File: config.mk
export PLATFORM = sky130hd
export DESIGN_NAME = dmme_mac
export DESIGN_NICKNAME = d
export VERILOG_FILES = /design/src/rtl/dmme_pkg.sv /design/src/rtl/dmme_mac.sv
export SDC_FILE = /design/constraint.sdc
export NUM_CORES = 1
export LEC_CHECK = 0
export ABC_AREA = 1
export CORE_MARGIN = 2
export CORE_UTILIZATION = 65
export DETAILED_ROUTE_END_ITERATION = 7
export DONT_BUFFER_PORTS = 1
export PLACE_DENSITY = 0.89
export REMOVE_ABC_BUFFERS = 1
export SETUP_SLACK_MARGIN = 0.15
export SLEW_MARGIN = 0
export SYNTH_ARGS = -nofsm -noshare
export SYNTH_HDL_FRONTEND = slang
export SYNTH_SLANG_ARGS = --single-unit
File: constraint.sdc
create_clock -name clk -period 2.8 [get_ports clk]
set_clock_uncertainty 0.2 [all_clocks]
set_input_delay 0.28 -clock clk [delete_from_list [all_inputs] [get_ports clk]]
set_output_delay 0.28 -clock clk [all_outputs]
set_load 0.005 [all_outputs]
File: src/rtl/dmme_pkg.sv
// Shared types and constants of the dense matrix multiply engine.
package dmme_pkg;

    localparam int CMD_W   = 2;
    localparam int ROW_W   = 8;
    localparam int COL_W   = 7;
    localparam int K_W     = 6;
    localparam int VALUE_W = 16;
    localparam int PROD_W  = 2 * VALUE_W;
    localparam int SUM_W   = 38;

    typedef enum logic [CMD_W-1:0] {
        CMD_WRITE_A = 2'd0,
        CMD_WRITE_B = 2'd1,
        CMD_COMPUTE = 2'd2
    } cmd_t;

    typedef enum logic [1:0] {
        ST_IDLE,
        ST_RUN,
        ST_FLUSH
    } state_t;

    typedef struct packed {
        logic [CMD_W-1:0]          cmd;
        logic [ROW_W-1:0]          i_index;
        logic [COL_W-1:0]          j_index;
        logic [K_W-1:0]            k_index;
        logic signed [VALUE_W-1:0] value;
    } req_t;

    typedef struct packed {
        logic signed [SUM_W-1:0] sum;
        logic [ROW_W-1:0]        row;
        logic [COL_W-1:0]        column;
    } rsp_t;

    typedef struct packed {
        logic clear;
        logic operand_valid;
    } mac_ctrl_t;

    typedef struct packed {
        logic busy;
    } mac_stat_t;

endpackage

File: src/rtl/dmme_mac.sv
// Shared multiply-accumulate unit: registered product, then 38-bit wrapping accumulate.
module dmme_mac (
    input  logic                                     clk,
    input  logic                                     rst_n,
    input  dmme_pkg::mac_ctrl_t                      ctrl,
    input  logic signed [dmme_pkg::VALUE_W-1:0]      a_operand,
    input  logic signed [dmme_pkg::VALUE_W-1:0]      b_operand,
    output dmme_pkg::mac_stat_t                      stat,
    output logic signed [dmme_pkg::SUM_W-1:0]        acc
);
    import dmme_pkg::*;

    logic signed [PROD_W-1:0] prod_reg;
    logic                     prod_vld_reg;
    logic signed [SUM_W-1:0]  acc_reg;
    logic signed [SUM_W-1:0]  acc_next;

    always_ff @(posedge clk)
    begin
        if (ctrl.operand_valid)
        begin
            prod_reg <= a_operand * b_operand;
        end
    end

    always_comb
    begin
        acc_next = acc_reg;
        if (ctrl.clear)
        begin
            acc_next = '0;
        end
        else if (prod_vld_reg)
        begin
            acc_next = acc_reg + {{(SUM_W-PROD_W){prod_reg[PROD_W-1]}}, prod_reg};
        end
    end

    always_ff @(posedge clk or negedge rst_n)
    begin
        if (!rst_n)
        begin
            prod_vld_reg <= 1'b0;
            acc_reg      <= '0;
        end
        else
        begin
            prod_vld_reg <= ctrl.operand_valid;
            acc_reg      <= acc_next;
        end
    end

    assign stat.busy = prod_vld_reg;
    assign acc       = acc_reg;
endmodule

==> results.sh <==
export IMPL_endpoint_kind="flop"
export IMPL_reg2reg_setup_slack_ns=0.27
export IMPL_slowest_stage="fa_1"
export IMPL_stdcell_area_sq_um=19100
export IMPL_crit_top_cell="fa_1"
export IMPL_cpLargestDelayFamily="adder cells"
export IMPL_io_pins=75
export IMPL_start_kind="input port"
export IMPL_hold_viol=0
export IMPL_netlist_top_cell_by_area="fa_1"
export IMPL_arrival_ns=5.41
export IMPL_fin_ws_ns=-2.73
export IMPL_wl_per_cell_microns=23.3
export IMPL_drtAntennaViolNets=0
export IMPL_die_area_sq_um=25600
export IMPL_grt_pass1_vias=16300
export IMPL_run_status="finished, violations left"
export IMPL_setup_viol=27
export IMPL_drc_errors=0
export IMPL_netlist_area_sq_um=15800
export IMPL_cts_buffer_depth=2
export IMPL_nets=2680
export IMPL_ys_flop_type="dfrtp_1"
export IMPL_viasPerCell=6.17
export IMPL_dr_pass1_iters=7
export IMPL_placed_cell_area_sq_um=16900
export IMPL_rsz0062_at_grt="true"
export IMPL_yosysTopAreaCellShare=0.333
export IMPL_core_region_area_sq_um=24100
export IMPL_dieHeight_microns=160
export IMPL_path_clk_slew_ns=0.06
export IMPL_numCtsBuffers=9
export IMPL_drt_iter0_drc=1952
export IMPL_yosysUniqueCellTypes=38
export IMPL_fin_crit_sh=1.97
export IMPL_grt_pass1_wl_mm=79.7
export IMPL_fmaxAchievable_mhz=181
export IMPL_slew_headroom=0.604
export IMPL_fp_dieW_microns=160
export IMPL_grt_overflow_total=0
export IMPL_required_ns=2.68
export IMPL_gp_congestion=1.00
export IMPL_clk_latency_ns=0.35
export IMPL_syn_avg_cell_area_sq_um=7.33
export IMPL_drv_slew=0
export IMPL_violations="setup timing"
export IMPL_min_period_ns=5.53
export IMPL_ctsHtreeMaxLevel=3
export IMPL_finish_utilization=0.792
export IMPL_dp_slack_ns=-2.90
export IMPL_max_stage_delay_ns=0.58
export IMPL_largest_reg_flops=38
export IMPL_ys_seq_elements=71
export IMPL_vias=16000
export IMPL_portBuffers=0
export IMPL_routed_wl_mm=60.2
export IMPL_grt_max_degree=40
export IMPL_synthCells=2158
export IMPL_yosys_warnings=0
export IMPL_track_usage=0.394
export IMPL_critPathKind="input port to flop"
export IMPL_yosysSeqAreaShare=0.122
export IMPL_maxCapViolCount=0
export IMPL_synth_edff_count=32
export IMPL_min_path_type="input port to flop"
export IMPL_synth_async_sr_flop_share=0.549
export IMPL_crit_fanout=5
export IMPL_cp_cell_sequence="clkinvlp_4 > buf_12 > buf_8 > nor2_4 > fa_1 > fa_2 > fa_1 > fa_2 > fa_1 > inv_2 > fa_1 > inv_2 > ha_4 > nand2_2 > nor2_2 > inv_2 > o21ai_2 > a31oi_1 > xnor2_1"
export IMPL_num_rows=57
export IMPL_synth_area_top_cells="fa_1 (33%), nand2_1 (16%), inv_1 (13%)"
export IMPL_cts_tree="yes"
export IMPL_start_util=0.656
export IMPL_antenna_cells=0
export IMPL_syn_to_final_growth_pct=20.8
export IMPL_drive_above_1_share=0.211
export IMPL_place_hpwl_mm=36.6
export IMPL_cts_sinks=71
export IMPL_cts_root_buf="clkbuf_16"
export IMPL_crit_buf_inv=6
export IMPL_tightest_slew_ns=0.593
export IMPL_antenna_found_initial=2
==> cell usage after synthesis (11+ instances only) <==
master	n
nand2_1	658
inv_1	562
fa_1	263
ha_1	119
nor2_1	108
a21oi_1	68
clkbuf_1	63
nand3_1	63
dfrtp_1	39
edfxtp_1	32
o21ai_0	29
xor2_1	20
nand4_1	18
xnor2_1	14
nand2_2	11
==> final cells by class <==
type	instances	area, sq um
well taps	324	405
multi-input cells	1454	12900
clock buffers	11	254
fillers	1459	5000
inverters	567	2140
flip-flops and latches	71	1940
repair buffers	159	1390
clock inverters	5	62.6
==> kinds of logic (layout without fill, tap and decap cells) <==
logic type / after synthesis / in the layout / share of synthesized area
fa+ha+maj: 382 / 382 / 0.427
flops: 71 / 71 / 0.122
xor+xnor: 34 / 34 / 0.0188
simple gates: 898 / 898 / 0.232
buf+inv: 633 / 742 / 0.150
compound gates: 140 / 140 / 0.0498
==> per-layer routing <==
metal | share of wire | vias to the layer above | track usage
met5 | 0.00023 | - | 0
met4 | 0.11 | 2 | 0.234
met3 | 0.12 | 621 | 0.0642
met2 | 0.46 | 1379 | 0.703
met1 | 0.31 | 7459 | 0.446
li1 | - | 6527 | -
==> path summary, 6_finish.rpt <==
| kind | end | startpoint | depth (start not counted) |
|---|---|---|---|
| worst max-delay path | prod_reg[19]$_DFFE_PP_ | b_operand[15] | 19 |
| worst max register to register | acc[16]$_DFFE_PN0P_ | acc[0]$_DFFE_PN0P_ | 10 |
| max in group asynchronous | acc[17]$_DFFE_PN0P_ | rst_n | 2 |
| worst min register to register | acc[30]$_DFFE_PN0P_ | acc[30]$_DFFE_PN0P_ | 2 |
| min in group asynchronous | acc[33]$_DFFE_PN0P_ | rst_n | 2 |
| worst min-delay path | prod_reg[1]$_DFFE_PP_ | a_operand[1] | 3 |
==> cell usage in the layout (no fill, tap or decap), drive strengths merged, types with 5 or more instances in the layout <==
cell and instances:
buf 154, nor3 11, nand4 18, xor2 20
nand3b 8, nand2 669, dlygate4sd3 5, clkbuf 11
fa 263, o21ai 40, xnor2 14, ha 119
a21o 5, dfrtp 39, o21bai 10, inv 568
nand3 68, nor2 118, edfxtp 32, a21oi 71
==> through the flow <==
step | hold slack, ns | cells | setup TNS [ns]
floorplan | -0.216 | 2092 | -54.51
global placement | -0.215 | 2538 | -61.30
detailed placement | -0.215 | 2538 | -63.44
CTS | 0.0428 | 2575 | -49.74
global route | 0.0914 | 2591 | -62.45
finish | 0.0381 | 2591 | -58.99
==> timing repair <==
action / 4_1_cts / 5_1_grt
gates cloned: 0 / 0
pin swaps: 102 / 74
hold buffers: 7 / 0
endpoints found under the setup margin: 27 / 28
gates resized for setup: 214 / 184
hold endpoints to repair: 76 / 0
buffers inserted: 14 / 16
==> worst reg2reg max path, cell delays in order (launching register included) <==
cell and delay (ns):
dfrtp_1 0.43, ha_2 0.26, fa_1 0.41, nand3_1 0.11
nand3_2 0.13, nand2_1 0.10, nand3_2 0.13, nand2_1 0.09
nand2_1 0.12, o21ai_0 0.28, nand2_1 0.14
Power is left out: the tool's default activity adds up to more than one toggle a clock period on the data nets, which glitch-free logic cannot reach.
